$ cat config.mk
export PLATFORM = sky130hd
export DESIGN_NAME = i2c_master_transfer_sequencer_unit_flat
export DESIGN_NICKNAME = d
export VERILOG_FILES = /design/src/hw/rtl/i2cmts_pkg.sv /design/src/hw/rtl/i2cmts_in_if.sv /design/src/hw/rtl/i2cmts_out_if.sv /design/src/hw/rtl/i2cmts_decode.sv /design/src/hw/rtl/i2c_master_transfer_sequencer_unit.sv /design/src/flat_wrapper.sv
export SDC_FILE = /design/constraint.sdc
export NUM_CORES = 1
export LEC_CHECK = 0
export BUFFER_PORTS_ARGS = -buffer_cell sky130_fd_sc_hd__buf_2
export CORE_ASPECT_RATIO = 0.6
export CORE_UTILIZATION = 45
export DETAILED_ROUTE_END_ITERATION = 10
export GPL_TIMING_DRIVEN = 0
export PLACE_DENSITY_LB_ADDON = 0.1
export SYNTH_ARGS = -nofsm -noshare
export SYNTH_HDL_FRONTEND = slang
export SYNTH_SLANG_ARGS = --single-unit
$ cat constraint.sdc
create_clock -name clk -period 9 [get_ports clk]
set_clock_uncertainty 0.2 [all_clocks]
set_input_delay 0.45 -clock clk [delete_from_list [all_inputs] [get_ports clk]]
set_output_delay 0.45 -clock clk [all_outputs]
set_load 0.05 [all_outputs]
$ cat src/hw/rtl/i2cmts_pkg.sv
// ----------------------------------------------------------------------------
// i2cmts_pkg
// Types and codes shared by the I2C master transfer sequencer.
// ----------------------------------------------------------------------------
package i2cmts_pkg;

  localparam logic [2:0] CMD_LOAD     = 3'd0;
  localparam logic [2:0] CMD_START_WR = 3'd1;
  localparam logic [2:0] CMD_START_RD = 3'd2;
  localparam logic [2:0] CMD_STATUS   = 3'd3;
  localparam logic [2:0] CMD_TICK     = 3'd4;
  localparam logic [2:0] CMD_READ     = 3'd5;

  localparam logic [4:0] ST_BUS_ERROR  = 5'd0;
  localparam logic [4:0] ST_START      = 5'd1;
  localparam logic [4:0] ST_RESTART    = 5'd2;
  localparam logic [4:0] ST_SLA_W_ACK  = 5'd3;
  localparam logic [4:0] ST_SLA_W_NACK = 5'd4;
  localparam logic [4:0] ST_DAT_W_ACK  = 5'd5;
  localparam logic [4:0] ST_DAT_W_NACK = 5'd6;
  localparam logic [4:0] ST_ARB_LOST   = 5'd7;
  localparam logic [4:0] ST_SLA_R_ACK  = 5'd8;
  localparam logic [4:0] ST_SLA_R_NACK = 5'd9;
  localparam logic [4:0] ST_DAT_R_ACK  = 5'd10;
  localparam logic [4:0] ST_DAT_R_NACK = 5'd11;

  localparam logic [1:0] OC_PENDING = 2'd0;
  localparam logic [1:0] OC_SUCCESS = 2'd1;
  localparam logic [1:0] OC_ERROR   = 2'd2;

  localparam logic [7:0] TIMEOUT_RST = 8'd5;
  localparam logic [7:0] TICKS_MAX   = 8'hff;

  typedef struct packed {
    logic [2:0] command;
    logic [6:0] slave_address;
    logic [4:0] byte_count;
    logic       stop_at_end;
    logic [4:0] status_code;
    logic       idx_ok;
  } item_t;

  typedef struct packed {
    logic [7:0] addr_byte;
    logic [4:0] remaining;
    logic       stop_when_done;
    logic [1:0] outcome;
    logic [7:0] elapsed;
  } st_t;

  typedef struct packed {
    logic       we;
    logic       wr_at_ptr;
    logic       rd_at_ptr;
    logic       ptr_step;
    logic       ptr_zero;
  } mem_ctl_t;

  typedef struct packed {
    logic       tx_load;
    logic       tx_from_buf;
    logic [7:0] tx_byte;
    logic       set_start;
    logic       set_stop;
    logic       set_ack;
    logic       clear_start;
    logic       clear_ack;
    logic       clear_irq;
    logic       reset_ctl;
    logic       buf_rd;
  } act_t;

  typedef struct packed {
    logic       tx_load;
    logic [7:0] tx_byte;
    logic       set_start;
    logic       set_stop;
    logic       set_ack;
    logic       clear_start;
    logic       clear_ack;
    logic       clear_irq;
    logic       reset_controller;
    logic [1:0] outcome;
    logic       busy_res;
    logic [7:0] buffer_data;
  } res_t;

endpackage

$ cat src/hw/rtl/i2cmts_in_if.sv
// ----------------------------------------------------------------------------
// i2cmts_in_if
// Command channel: valid/ready handshake plus one command transaction.
// ----------------------------------------------------------------------------
interface i2cmts_in_if;
  logic       valid;
  logic       ready;
  logic [2:0] command;
  logic [6:0] slave_address;
  logic [4:0] byte_count;
  logic       stop_at_end;
  logic [4:0] status_code;
  logic [7:0] bus_byte;
  logic [3:0] buffer_index;
  logic [7:0] buffer_value;

  modport source (
    output valid, command, slave_address, byte_count, stop_at_end,
    output status_code, bus_byte, buffer_index, buffer_value,
    input  ready
  );

  modport sink (
    input  valid, command, slave_address, byte_count, stop_at_end,
    input  status_code, bus_byte, buffer_index, buffer_value,
    output ready
  );
endinterface

$ cat src/hw/rtl/i2cmts_out_if.sv
// ----------------------------------------------------------------------------
// i2cmts_out_if
// Result channel: valid/ready handshake plus controller action transaction.
// ----------------------------------------------------------------------------
interface i2cmts_out_if;
  logic       valid;
  logic       ready;
  logic       tx_load;
  logic [7:0] tx_byte;
  logic       set_start;
  logic       set_stop;
  logic       set_ack;
  logic       clear_start;
  logic       clear_ack;
  logic       clear_irq;
  logic       reset_controller;
  logic [1:0] outcome;
  logic       busy_res;
  logic [7:0] buffer_data;

  modport source (
    output valid, tx_load, tx_byte, set_start, set_stop, set_ack,
    output clear_start, clear_ack, clear_irq, reset_controller,
    output outcome, busy_res, buffer_data,
    input  ready
  );

  modport sink (
    input  valid, tx_load, tx_byte, set_start, set_stop, set_ack,
    input  clear_start, clear_ack, clear_irq, reset_controller,
    input  outcome, busy_res, buffer_data,
    output ready
  );
endinterface

$ cat src/hw/rtl/i2cmts_decode.sv
// ----------------------------------------------------------------------------
// i2cmts_decode
// Command and controller status decode: next transfer state, buffer
// access control and controller flag actions for one command.
// ----------------------------------------------------------------------------
module i2cmts_decode (
  input  i2cmts_pkg::item_t    item,
  input  i2cmts_pkg::st_t      st,
  input  logic [7:0]           timeout_ms,
  output i2cmts_pkg::st_t      st_nxt,
  output i2cmts_pkg::mem_ctl_t mc,
  output i2cmts_pkg::act_t     act
);
  import i2cmts_pkg::*;

  logic [4:0] rem_dec;
  logic [7:0] ticks_inc;

  assign rem_dec   = (st.remaining != 5'd0) ? st.remaining - 5'd1 : 5'd0;
  assign ticks_inc = (st.elapsed < TICKS_MAX) ? st.elapsed + 8'd1 : st.elapsed;

  always_comb begin
    st_nxt = st;
    mc     = '0;
    act    = '0;
    case (item.command)
      CMD_LOAD: begin
        mc.we = item.idx_ok;
      end
      CMD_START_WR, CMD_START_RD: begin
        st_nxt.outcome   = OC_PENDING;
        st_nxt.remaining = item.byte_count;
        st_nxt.elapsed   = 8'd0;
        st_nxt.addr_byte = {item.slave_address, item.command == CMD_START_RD};
        if (item.command == CMD_START_WR) begin
          st_nxt.stop_when_done = item.stop_at_end;
        end
        mc.ptr_zero   = 1'b1;
        act.set_start = 1'b1;
      end
      CMD_STATUS: begin
        act.clear_irq = 1'b1;
        case (item.status_code)
          ST_BUS_ERROR, ST_SLA_W_NACK, ST_DAT_W_NACK, ST_SLA_R_NACK: begin
            act.set_stop   = 1'b1;
            act.set_ack    = 1'b1;
            st_nxt.outcome = OC_ERROR;
          end
          ST_START, ST_RESTART: begin
            act.clear_start = 1'b1;
            act.tx_load     = 1'b1;
            act.tx_byte     = st.addr_byte;
          end
          ST_SLA_W_ACK: begin
            act.tx_load      = 1'b1;
            act.tx_from_buf  = 1'b1;
            mc.rd_at_ptr     = 1'b1;
            mc.ptr_step      = 1'b1;
            st_nxt.remaining = rem_dec;
          end
          ST_DAT_W_ACK: begin
            if (st.remaining == 5'd0) begin
              st_nxt.outcome = OC_SUCCESS;
              act.set_stop   = st.stop_when_done;
            end else begin
              act.tx_load      = 1'b1;
              act.tx_from_buf  = 1'b1;
              mc.rd_at_ptr     = 1'b1;
              mc.ptr_step      = 1'b1;
              st_nxt.remaining = rem_dec;
            end
          end
          ST_ARB_LOST: begin
            act.set_ack    = 1'b1;
            act.set_start  = 1'b1;
            st_nxt.outcome = OC_ERROR;
          end
          ST_SLA_R_ACK: begin
            act.set_ack = 1'b1;
          end
          ST_DAT_R_ACK: begin
            mc.we            = 1'b1;
            mc.wr_at_ptr     = 1'b1;
            mc.ptr_step      = 1'b1;
            st_nxt.remaining = rem_dec;
            act.clear_ack    = (rem_dec == 5'd0);
            act.set_ack      = (rem_dec != 5'd0);
          end
          ST_DAT_R_NACK: begin
            act.set_stop   = 1'b1;
            act.set_ack    = 1'b1;
            st_nxt.outcome = OC_SUCCESS;
          end
          default: begin
          end
        endcase
      end
      CMD_TICK: begin
        if (st.outcome == OC_PENDING) begin
          st_nxt.elapsed = ticks_inc;
          if (ticks_inc >= timeout_ms) begin
            act.reset_ctl  = 1'b1;
            st_nxt.outcome = OC_ERROR;
          end
        end
      end
      CMD_READ: begin
        act.buf_rd = item.idx_ok;
      end
      default: begin
      end
    endcase
  end
endmodule

$ cat src/hw/rtl/i2c_master_transfer_sequencer_unit.sv
// ----------------------------------------------------------------------------
// i2c_master_transfer_sequencer_unit
// I2C master transfer sequencer with transfer buffer and timeout.
// ----------------------------------------------------------------------------
// Accepts one command transaction per clock while input ready is high, and
// returns exactly one result transaction per command, in order. A result
// passes from the buffer-read stage, which holds the synchronous read of the
// transfer buffer, into the output register. Transfer state is updated at the
// accepting edge, so commands stream back to back; input ready drops only
// while the output register and the buffer-read stage are both full and the
// result is not taken. Buffer entries read before they are written return
// arbitrary data. timeout_ms may be written through cfg_we/cfg_wdata while
// no command is in flight.
module i2c_master_transfer_sequencer_unit #(
  parameter int BUFFER_DEPTH = 16
) (
  input  logic                clk,
  input  logic                rst_n,
  input  logic                cfg_we,
  input  logic [7:0]          cfg_wdata,
  i2cmts_in_if.sink           in_ch,
  i2cmts_out_if.source        out_ch
);
  import i2cmts_pkg::*;

  localparam int PW   = (BUFFER_DEPTH > 1) ? $clog2(BUFFER_DEPTH) : 1;
  localparam int IDXW = (PW > 4) ? PW : 4;
  localparam logic [PW-1:0] PTR_LAST = PW'(BUFFER_DEPTH - 1);

  logic [7:0]    timeout_r;
  st_t           st_r;
  st_t           st_nxt;
  logic [PW-1:0] ptr_r;
  logic [PW-1:0] ptr_nxt;

  item_t         item;
  mem_ctl_t      mc;
  act_t          act;

  logic [IDXW-1:0] idx_wide;
  logic [PW-1:0]   idx_addr;
  logic [PW-1:0]   rd_addr;
  logic [PW-1:0]   wr_addr;
  logic [7:0]      wr_data;
  logic [7:0]      buf_mem [BUFFER_DEPTH];
  logic [7:0]      rd_data_r;

  logic        s1_valid_r;
  act_t        s1_act_r;
  logic [1:0]  s1_outcome_r;
  logic        s1_busy_r;
  logic        s1_move;
  res_t        s1_res;

  logic        out_valid_r;
  res_t        out_res_r;

  logic        accept;

  assign s1_move     = s1_valid_r && (!out_valid_r || out_ch.ready);
  assign in_ch.ready = !s1_valid_r || s1_move;
  assign accept      = in_ch.valid && in_ch.ready;

  assign idx_wide = IDXW'(in_ch.buffer_index);
  assign idx_addr = idx_wide[PW-1:0];

  always_comb begin
    item.command       = in_ch.command;
    item.slave_address = in_ch.slave_address;
    item.byte_count    = in_ch.byte_count;
    item.stop_at_end   = in_ch.stop_at_end;
    item.status_code   = in_ch.status_code;
    item.idx_ok        = ({28'd0, in_ch.buffer_index} < 32'(BUFFER_DEPTH));
  end

  i2cmts_decode u_decode (
    .item       (item),
    .st         (st_r),
    .timeout_ms (timeout_r),
    .st_nxt     (st_nxt),
    .mc         (mc),
    .act        (act)
  );

  always_comb begin
    ptr_nxt = ptr_r;
    if (mc.ptr_zero) begin
      ptr_nxt = '0;
    end else if (mc.ptr_step) begin
      ptr_nxt = (ptr_r == PTR_LAST) ? '0 : ptr_r + PW'(1);
    end
  end

  assign rd_addr = mc.rd_at_ptr ? ptr_r : idx_addr;
  assign wr_addr = mc.wr_at_ptr ? ptr_r : idx_addr;
  assign wr_data = mc.wr_at_ptr ? in_ch.bus_byte : in_ch.buffer_value;

  // transfer buffer: one write port, one registered read port
  always_ff @(posedge clk) begin
    if (accept && mc.we) begin
      buf_mem[wr_addr] <= wr_data;
    end
    if (accept) begin
      rd_data_r <= buf_mem[rd_addr];
    end
  end

  always_ff @(posedge clk) begin
    if (!rst_n) begin
      timeout_r <= TIMEOUT_RST;
    end else if (cfg_we) begin
      timeout_r <= cfg_wdata;
    end
  end

  always_ff @(posedge clk) begin
    if (!rst_n) begin
      st_r  <= '{addr_byte: 8'd0, remaining: 5'd0, stop_when_done: 1'b0,
                 outcome: OC_SUCCESS, elapsed: 8'd0};
      ptr_r <= '0;
    end else if (accept) begin
      st_r  <= st_nxt;
      ptr_r <= ptr_nxt;
    end
  end

  always_ff @(posedge clk) begin
    if (!rst_n) begin
      s1_valid_r <= 1'b0;
    end else if (accept) begin
      s1_valid_r <= 1'b1;
    end else if (s1_move) begin
      s1_valid_r <= 1'b0;
    end
  end

  always_ff @(posedge clk) begin
    if (accept) begin
      s1_act_r     <= act;
      s1_outcome_r <= st_nxt.outcome;
      s1_busy_r    <= (st_nxt.remaining != 5'd0);
    end
  end

  always_comb begin
    s1_res.tx_load          = s1_act_r.tx_load;
    s1_res.tx_byte          = s1_act_r.tx_from_buf ? rd_data_r : s1_act_r.tx_byte;
    s1_res.set_start        = s1_act_r.set_start;
    s1_res.set_stop         = s1_act_r.set_stop;
    s1_res.set_ack          = s1_act_r.set_ack;
    s1_res.clear_start      = s1_act_r.clear_start;
    s1_res.clear_ack        = s1_act_r.clear_ack;
    s1_res.clear_irq        = s1_act_r.clear_irq;
    s1_res.reset_controller = s1_act_r.reset_ctl;
    s1_res.outcome          = s1_outcome_r;
    s1_res.busy_res         = s1_busy_r;
    s1_res.buffer_data      = s1_act_r.buf_rd ? rd_data_r : 8'h00;
  end

  always_ff @(posedge clk) begin
    if (!rst_n) begin
      out_valid_r <= 1'b0;
    end else if (s1_move) begin
      out_valid_r <= 1'b1;
    end else if (out_ch.ready) begin
      out_valid_r <= 1'b0;
    end
  end

  always_ff @(posedge clk) begin
    if (s1_move) begin
      out_res_r <= s1_res;
    end
  end

  assign out_ch.valid            = out_valid_r;
  assign out_ch.tx_load          = out_res_r.tx_load;
  assign out_ch.tx_byte          = out_res_r.tx_byte;
  assign out_ch.set_start        = out_res_r.set_start;
  assign out_ch.set_stop         = out_res_r.set_stop;
  assign out_ch.set_ack          = out_res_r.set_ack;
  assign out_ch.clear_start      = out_res_r.clear_start;
  assign out_ch.clear_ack        = out_res_r.clear_ack;
  assign out_ch.clear_irq        = out_res_r.clear_irq;
  assign out_ch.reset_controller = out_res_r.reset_controller;
  assign out_ch.outcome          = out_res_r.outcome;
  assign out_ch.busy_res         = out_res_r.busy_res;
  assign out_ch.buffer_data      = out_res_r.buffer_data;
endmodule

$ cat src/flat_wrapper.sv
// flat-port wrapper written by rule: the top's interface ports become plain ports
module i2c_master_transfer_sequencer_unit_flat import i2cmts_pkg::*;
#(
  parameter int BUFFER_DEPTH = 16
)
  (clk, rst_n, cfg_we, cfg_wdata, in_ch_valid, in_ch_command, in_ch_slave_address, in_ch_byte_count, in_ch_stop_at_end, in_ch_status_code, in_ch_bus_byte, in_ch_buffer_index, in_ch_buffer_value, in_ch_ready, out_ch_valid, out_ch_tx_load, out_ch_tx_byte, out_ch_set_start, out_ch_set_stop, out_ch_set_ack, out_ch_clear_start, out_ch_clear_ack, out_ch_clear_irq, out_ch_reset_controller, out_ch_outcome, out_ch_busy_res, out_ch_buffer_data, out_ch_ready);
  i2cmts_in_if in_ch_i ();
  i2cmts_out_if out_ch_i ();
  input  logic clk;
  input  logic rst_n;
  input  logic cfg_we;
  input  logic [7:0] cfg_wdata;
  input wire logic [$bits(in_ch_i.valid)-1:0] in_ch_valid;
  input wire logic [$bits(in_ch_i.command)-1:0] in_ch_command;
  input wire logic [$bits(in_ch_i.slave_address)-1:0] in_ch_slave_address;
  input wire logic [$bits(in_ch_i.byte_count)-1:0] in_ch_byte_count;
  input wire logic [$bits(in_ch_i.stop_at_end)-1:0] in_ch_stop_at_end;
  input wire logic [$bits(in_ch_i.status_code)-1:0] in_ch_status_code;
  input wire logic [$bits(in_ch_i.bus_byte)-1:0] in_ch_bus_byte;
  input wire logic [$bits(in_ch_i.buffer_index)-1:0] in_ch_buffer_index;
  input wire logic [$bits(in_ch_i.buffer_value)-1:0] in_ch_buffer_value;
  output wire logic [$bits(in_ch_i.ready)-1:0] in_ch_ready;
  output wire logic [$bits(out_ch_i.valid)-1:0] out_ch_valid;
  output wire logic [$bits(out_ch_i.tx_load)-1:0] out_ch_tx_load;
  output wire logic [$bits(out_ch_i.tx_byte)-1:0] out_ch_tx_byte;
  output wire logic [$bits(out_ch_i.set_start)-1:0] out_ch_set_start;
  output wire logic [$bits(out_ch_i.set_stop)-1:0] out_ch_set_stop;
  output wire logic [$bits(out_ch_i.set_ack)-1:0] out_ch_set_ack;
  output wire logic [$bits(out_ch_i.clear_start)-1:0] out_ch_clear_start;
  output wire logic [$bits(out_ch_i.clear_ack)-1:0] out_ch_clear_ack;
  output wire logic [$bits(out_ch_i.clear_irq)-1:0] out_ch_clear_irq;
  output wire logic [$bits(out_ch_i.reset_controller)-1:0] out_ch_reset_controller;
  output wire logic [$bits(out_ch_i.outcome)-1:0] out_ch_outcome;
  output wire logic [$bits(out_ch_i.busy_res)-1:0] out_ch_busy_res;
  output wire logic [$bits(out_ch_i.buffer_data)-1:0] out_ch_buffer_data;
  input wire logic [$bits(out_ch_i.ready)-1:0] out_ch_ready;
  assign in_ch_i.valid = in_ch_valid;
  assign in_ch_i.command = in_ch_command;
  assign in_ch_i.slave_address = in_ch_slave_address;
  assign in_ch_i.byte_count = in_ch_byte_count;
  assign in_ch_i.stop_at_end = in_ch_stop_at_end;
  assign in_ch_i.status_code = in_ch_status_code;
  assign in_ch_i.bus_byte = in_ch_bus_byte;
  assign in_ch_i.buffer_index = in_ch_buffer_index;
  assign in_ch_i.buffer_value = in_ch_buffer_value;
  assign in_ch_ready = in_ch_i.ready;
  assign out_ch_valid = out_ch_i.valid;
  assign out_ch_tx_load = out_ch_i.tx_load;
  assign out_ch_tx_byte = out_ch_i.tx_byte;
  assign out_ch_set_start = out_ch_i.set_start;
  assign out_ch_set_stop = out_ch_i.set_stop;
  assign out_ch_set_ack = out_ch_i.set_ack;
  assign out_ch_clear_start = out_ch_i.clear_start;
  assign out_ch_clear_ack = out_ch_i.clear_ack;
  assign out_ch_clear_irq = out_ch_i.clear_irq;
  assign out_ch_reset_controller = out_ch_i.reset_controller;
  assign out_ch_outcome = out_ch_i.outcome;
  assign out_ch_busy_res = out_ch_i.busy_res;
  assign out_ch_buffer_data = out_ch_i.buffer_data;
  assign out_ch_i.ready = out_ch_ready;
  i2c_master_transfer_sequencer_unit #(.BUFFER_DEPTH(BUFFER_DEPTH)) u_core (.clk(clk), .rst_n(rst_n), .cfg_we(cfg_we), .cfg_wdata(cfg_wdata), .in_ch(in_ch_i), .out_ch(out_ch_i));
endmodule
==> results of run 1 <==
[metal layers]
layer / routed length [um] / global-route usage / vias to the layer above
met4: 342 / 0.04010 / 0
met1: 11890 / 0.3510 / 3111
met5: 0 / 0 / -
met2: 9021 / 0.2812 / 281
met3: 2000 / 0.03786 / 27
li1: - / - / 2955
[worst min path at each step]
stage / start / end / slack [ns] / depth (start not counted)
finish: in_ch_slave_address[1] / u_core.st_r[18] / 0.01 / 3
global route: in_ch_slave_address[1] / u_core.st_r[18] / 0.005 / 3
floorplan: u_core.s1_busy_r / u_core.out_ch.busy_res / 0.20 / 0
global placement: u_core.s1_act_r[4] / u_core.out_ch.clear_start / 0.20 / 0
detailed placement: u_core.s1_act_r[6] / u_core.out_ch.set_stop / 0.21 / 0
CTS: in_ch_slave_address[1] / u_core.st_r[18] / 0.005 / 3
[metrics by stage]
stage                     power, mW  area (sq um)  std cells
after floorplan               1.300          9853        725
after global placement        1.361         10600       1083
after detailed placement      1.366         10610       1083
after CTS                     2.369         11510       1133
after global routing          2.430         11510       1133
final                         2.359         11510       1133
[cell usage after synthesis, types with 9 or more instances]
library cell | n | area, sq um
nand2_1 | 47 | 176.4
o21ai_0 | 16 | 80.08
and2_1 | 20 | 125.1
a21oi_1 | 13 | 65.06
mux2_2 | 17 | 191.4
nand3_1 | 13 | 65.06
ha_1 | 12 | 150.1
a22oi_1 | 11 | 82.58
o2bb2ai_1 | 9 | 78.83
a31oi_1 | 9 | 56.30
clkbuf_1 | 15 | 56.30
a21boi_0 | 15 | 112.6
inv_1 | 23 | 86.33
nor2b_1 | 19 | 118.9
mux2i_1 | 98 | 980.9
nor2_1 | 47 | 176.4
dfxtp_1 | 38 | 760.7
edfxtp_1 | 184 | 5525
[what timing repair did]
action | in CTS | in global routing
hold buffers | 10 | 0
setup buffers | 0 | 0
endpoints found under the setup margin | 0 | 0
hold endpoints to repair | 10 | 0
[power breakdown]
group | leakage [nW] | switching, mW | total, mW | internal, mW
logic | 1.91 | 0.130 | 0.202 | 0.0720
clock network | 0.382 | 0.390 | 1.01 | 0.619
registers | 2.01 | 0.0104 | 1.15 | 1.14
total | 4.30 | 0.530 | 2.36 | 1.83
[area by class of cell]
class / instances / area, sq um
Inverter: 25 / 93.84
Tap cell: 279 / 349.1
Multi-Input combinational cell: 448 / 3323
Timing Repair Buffer: 89 / 495.5
Fill cell: 1795 / 9729
Sequential cell: 222 / 6286
Clock inverter: 13 / 195.2
Clock buffer: 27 / 600.6
Buffer: 30 / 165.2
[cell usage in the layout (no fill, tap or decap), drive strengths merged, types with 4 or more instances in the layout]
master and count:
a21o 6, dlygate4sd3 10, edfxtp 184, mux2 17, o2bb2ai 9, a21oi 15, a21boi 18, nor3b 5
o21ai 18, nor3 8, a31oi 9, and2 20, mux2i 98, nand2b 8, nor2 47, o211ai 4
a222oi 8, inv 25, bufinv 5, buf 94, a22oi 11, clkbuf 42, nand3 13, xnor2 7
nand2 48, dfxtp 38, clkinv 6, o31ai 4, or3 4, ha 12, nor2b 19
[cells by family (layout without fill, tap and decap cells)]
group / count (synthesis) / after routing / synth area share
mux: 115 / 115 / 0.1190
buf+inv: 55 / 184 / 0.02616
flops: 222 / 222 / 0.6380
fa+ha+maj: 12 / 12 / 0.01524
compound gates: 120 / 120 / 0.09181
xor+xnor: 9 / 9 / 0.008000
simple gates: 192 / 192 / 0.1018
[sequential cells by signal, indices dropped and copies added (netlist names), 2 cells and up]
| name | flops |
|---|---|
| u_core.timeout_r | 8 |
| u_core.out_ch.outcome | 2 |
| u_core.s1_outcome_r | 2 |
| u_core.st_r | 24 |
| u_core.rd_data_r | 8 |
| u_core.out_ch.tx_byte | 8 |
| u_core.out_ch.buffer_data | 8 |
| u_core.ptr_r | 4 |
| u_core.buf_mem | 128 |
| u_core.s1_act_r | 18 |
[worst min-delay path, stage by stage]
cell	delay (ns)
buf_2	0.10
nand2_1	0.05
a21boi_0	0.06
==> results_dict.tcl, run 1 <==
set metrics [dict create \
    rows 41 \
    drv_slew 0 \
    rr_startpoint "u_core.out_ch.valid" \
    rsz0062_at_grt "no" \
    cp.depth 7 \
    first_iter_violations 700 \
    clock-root-buffer "clkbuf_16" \
    cts.sinks 222 \
    cts_tree "done" \
    dieWidth_um 193.0 \
    syn_inst 725 \
    worstSkewPairLatency_ns 0.51 \
    critPathBufInv 2 \
    cp.arrival_ns 3.55 \
    antenna_cells 0 \
    relSlewSlack 0.05541 \
    gp_congestion 0.8669 \
    drive_above_1_share 0.1897 \
    utilization 0.5419 \
    synth_edf_count 184 \
    endpoint_kind "flop" \
    crit_chain "nor2b_1, nand2_1, nand2_1, clkinv_1, clkbuf_2, nand2_1, nor2_1" \
    worstRegToRegCells 7 \
    track_usage 0.2112 \
    grt_pass1_wl_mm 35.19 \
    synth_area_sq_mm 0.009853 \
    ys_seq_area_frac 0.6380 \
    violations "DRC" \
    initial_core_util 0.4639 \
    numPortBuffers 79 \
    pre_cts_slack_ns 5.278 \
    synth_cell_type_count 68 \
    dieArea_sq_mm 0.02251 \
    cts_buffer_depth 3 \
    grt_antenna_before_repair 0 \
    fin_crit_sh 0.4019 \
    setup_ws_ns 5.383 \
    postSynth.asyncResetShare 0 \
    dpl.hpwl_mm 16.77 \
    ant_nets 0 \
    holdWs_ns 0.01349 \
    outcome "finished with violations" \
    drt-total-wl_mm 23.26 \
    path_delay_family "simple AND/OR/NAND/NOR gates" \
    crit_top_cell "nand2_1" \
    nets 904 \
    peakVddDrop_uv 126.5 \
    avgRoutedWirePerCell_um 20.53 \
    p_leak_nw 4.301 \
    worstSetupEndpoint "u_core.buf_mem[3][2]" \
    numCtsBuffers 22 \
    coreArea_sq_mm 0.02124 \
    fin_setup_tns_ns 0 \
    grt_pass1_vias 5946 \
    die_height_um 116.6 \
    ios 83 \
    power_density_mw_per_mm2 204.9 \
    regToRegSetupSlack_ns 5.38 \
    drv_cap 0 \
    grt_max_degree 39 \
    vias_per_cell 5.626 \
    crit_start "u_core.out_ch.valid" \
    avgSynthCellArea_sq_um 13.59 \
    syn_nets 791 \
    cts.clk_slew.worst_paths_ns 0.06 \
    synth-seq-cells 222 \
    tightest_slew_ns 1.405 \
    required_ns 8.93 \
    finalSetupViolations 0 \
    min_path_type "in -> reg" \
    layout_min_cycle_time_ns 3.617 \
    cts-resized-gates 0 \
    grt_overflow 0 \
    area_growth_syn_to_layout_pct 16.80 \
    route.detailed.drc 5 \
    critPathKind "reg -> reg" \
    yosys_most_used_dff "edfxtp_1" \
    critPathLaunchType "flop" \
    htreeDepth 1 \
    slowest_delay_ns 0.81 \
    timing.rr.end "u_core.buf_mem[3][2]" \
    ys_warn_count 0 \
    drtPass1Iterations 9 \
    path_max_fanout 38 \
    vias 6374 \
    fmax_ghz 0.2765 \
    crit_slowest_cell "clkbuf_2" \
    hold_viol_final 0 \
]
Note: power is estimated with default switching activity, not from simulation.
==> run 2: changes to the inputs <==
- ABC_AREA: unset -> 1
- clock period: 9 -> 3.5 ns (I/O delays scaled with it)
==> results_dict.tcl, run 2 <==
set metrics [dict create \
    drtPass1Iterations 6 \
    initial_core_util 0.4614 \
    crit_slowest_cell "dlygate4sd3_1" \
    synth.top_cell.area_share 0.5401 \
    ios 83 \
    top_register "u_core.buf_mem" \
    outcome "finished clean" \
    synth-seq-cells 222 \
    grt_overflow 0 \
    required_ns 3.68 \
    num-fill-cells 2028 \
    layout_min_cycle_time_ns 3.287 \
    fin_setup_tns_ns 0 \
    drt-total-wl_mm 26.74 \
    largest_reg_flops 128 \
    yosys.area.top_type "edfxtp_1" \
    cts_tree "done" \
    numCtsBuffers 22 \
    die_height_um 118.8 \
    finalSetupViolations 0 \
    grt_pass1_wl_mm 41.54 \
    postSynth.asyncResetShare 0 \
    top_regs "u_core.buf_mem: 128 flops, u_core.st_r: 24 flops, u_core.s1_act_r: 18 flops" \
    routed.top_layer "met4" \
    cts_setup_buffers 0 \
    ant_nets 0 \
    nets 1268 \
    synth_common_cells "inv_1, nand2_1, edfxtp_1, nand3_1, nor2_1" \
    rsz0062_at_grt "no" \
    cts.clk_slew.worst_paths_ns 0.06 \
    avgSynthCellArea_sq_um 9.716 \
    yosys_most_used_dff "edfxtp_1" \
    fmax_ghz 0.3042 \
    fin_crit_sh 0.9391 \
    hold_viol_final 0 \
    vias_per_cell 5.007 \
    area_growth_syn_to_layout_pct 19.48 \
    layout_commonest_cell "inv_1" \
    path_delay_family "buffers and inverters" \
    slowest_delay_ns 0.56 \
    relSlewSlack 0.3519 \
    critPathBufInv 5 \
    synth_cell_type_count 35 \
    gp_congestion 0.8694 \
    endpoint_kind "flop" \
    instances_no_fill 1526 \
    avgRoutedWirePerCell_um 17.52 \
    route.detailed.drc 0 \
    synth_edf_count 184 \
    final_cell_mix "inv_1, nand2_1, edfxtp_1, nand3_1, buf_2" \
    clock-root-buffer "clkbuf_16" \
    dpl.hpwl_mm 18.98 \
    m1WireLength_mm 14.47 \
    htreeDepth 1 \
    ys_seq_area_frac 0.6144 \
    grt_pass1_vias 7029 \
    tightest_slew_ns 0.9686 \
    route.met3.wl_mm 1.996 \
    synth_area_sq_mm 0.01023 \
    vias 7640 \
    p_leak_nw 5.333 \
    drive_above_1_share 0.1470 \
    peakVddDrop_uv 305.0 \
    yosys-top-cells-area "edfxtp_1, nand3_1, inv_1, dfxtp_1, nand2_1" \
    ys_warn_count 0 \
    dp_cells 1444 \
    min_path_type "in -> reg" \
    path_max_fanout 8 \
    critPathKind "in -> reg" \
    grt_max_degree 24 \
    cts_buffer_depth 3 \
    coreArea_sq_mm 0.02218 \
    numPortBuffers 81 \
    critPathLaunchType "primary input" \
    drv_cap 0 \
    rows 42 \
    dieArea_sq_mm 0.02336 \
    drv_slew 0 \
    crit_chain "dlygate4sd3_1, buf_2, nor2_1, nor2_1, nand2_1, inv_1, nand2_1, o211ai_1, nor2_1, dlygate4sd3_1, nand3_1, dlygate4sd3_1" \
    cp.arrival_ns 3.46 \
    first_iter_violations 930 \
    worstSkewPairLatency_ns 0.52 \
    power_density_mw_per_mm2 480.8 \
    syn_nets 1119 \
    cts.sinks 222 \
    synth_most_common_cell "inv_1" \
    wl_met2_mm 9.870 \
    dieWidth_um 196.7 \
    syn_inst 1053 \
    grt_antenna_before_repair 1 \
    antenna_cells 0 \
    track_usage 0.2376 \
]
-- run 2: cell types whose count changed in the layout (fill, tap and decap cells not counted), moves of 11 or more --
cell           before  now
inv_1              23  212
nand3_1            13  179
nand2_1            47  193
mux2i_1            98    1
a21oi_1            13   45
dlygate4sd3_1      10   42
o21ai_0            16   37
and2_1             20    0
nor2b_1            18    0
a21boi_0           15    0
a22oi_1            11    0
-- run 2: timing repair --
item / CTS / global route
setup endpoints to repair: 0 / 0
hold buffers: 42 / 0
resized for setup: 0 / 0
endpoints found under the hold margin: 30 / 0
-- run 2: logic make-up after synthesis --
family / Yosys count / share of synthesized area
flops: 222 / 0.6144
mux: 17 / 0.01859
simple gates: 450 / 0.1949
buf+inv: 251 / 0.1000
compound gates: 94 / 0.05136
xor+xnor: 7 / 0.005993
fa+ha+maj: 12 / 0.01467
-- run 2: worst register-to-register path, cell delays in order, from the launching register on --
cell           delay (ns)
dfxtp_1              0.42
nand3_1              0.15
nand2_1              0.19
inv_1                0.08
clkbuf_2             0.33
buf_16               0.28
nand4_1              0.12
o21ai_0              0.09
dlygate4sd3_1        0.59
a21oi_1              0.13
dlygate4sd3_1        0.58
-- run 2: worst paths after layout --
| path | cells after the start | slack (ns) | to | startpoint |
|---|---|---|---|---|
| max | 12 | 0.21 | u_core.s1_busy_r | in_ch_command[0] |
| min | 3 | 0.02 | u_core.st_r[20] | rst_n |
| max reg2reg | 10 | 0.27 | u_core.st_r[10] | u_core.out_ch.valid |
| min reg2reg | 0 | 0.21 | u_core.out_ch.clear_irq | u_core.s1_act_r[2] |
-- run 2: layout make-up --
| cell class | instances | area, sq um | share of cell area |
|---|---|---|---|
| Buffer | 36 | 217.7 | 0.01781 |
| Inverter | 215 | 807.0 | 0.06602 |
| Timing Repair Buffer | 125 | 880.8 | 0.07206 |
| Clock inverter | 18 | 163.9 | 0.01341 |
| Sequential cell | 222 | 6286 | 0.5142 |
| Clock buffer | 22 | 550.5 | 0.04504 |
| Multi-Input combinational cell | 580 | 2933 | 0.2399 |
| Tap cell | 308 | 385.4 | 0.03153 |
-- run 2: power breakdown --
group	switching, mW	internal (mW)	total, mW	leakage, nW
Clock	1.04	1.31	2.35	0.339
Sequential	0.0286	2.93	2.96	2.01
Combinational	0.379	0.192	0.571	2.98
-- run 2: through the flow --
stage	utilization	total power, mW	hold slack, ns	cell area (sq um)	setup WS, ns
2_1_floorplan	-	3.339	0.08604	10230	0.4282
3_3_place_gp	0.4970	3.524	0.1981	11020	0.05866
3_5_place_dp	0.5001	3.537	0.2045	11090	0.3241
4_1_cts	0.5512	5.918	0.01411	12220	0.2875
5_1_grt	0.5512	6.087	0.03617	12220	0.008001
6_report	0.5512	5.878	0.02183	12220	0.2131
-- run 2: routing by layer --
| layer | global-route usage | vias up |
|---|---|---|
| met4 | 0.04118 | 0 |
| met2 | 0.2981 | 274 |
| met5 | 0 | - |
| met3 | 0.03054 | 33 |
| met1 | 0.4197 | 3565 |
| li1 | - | 3768 |
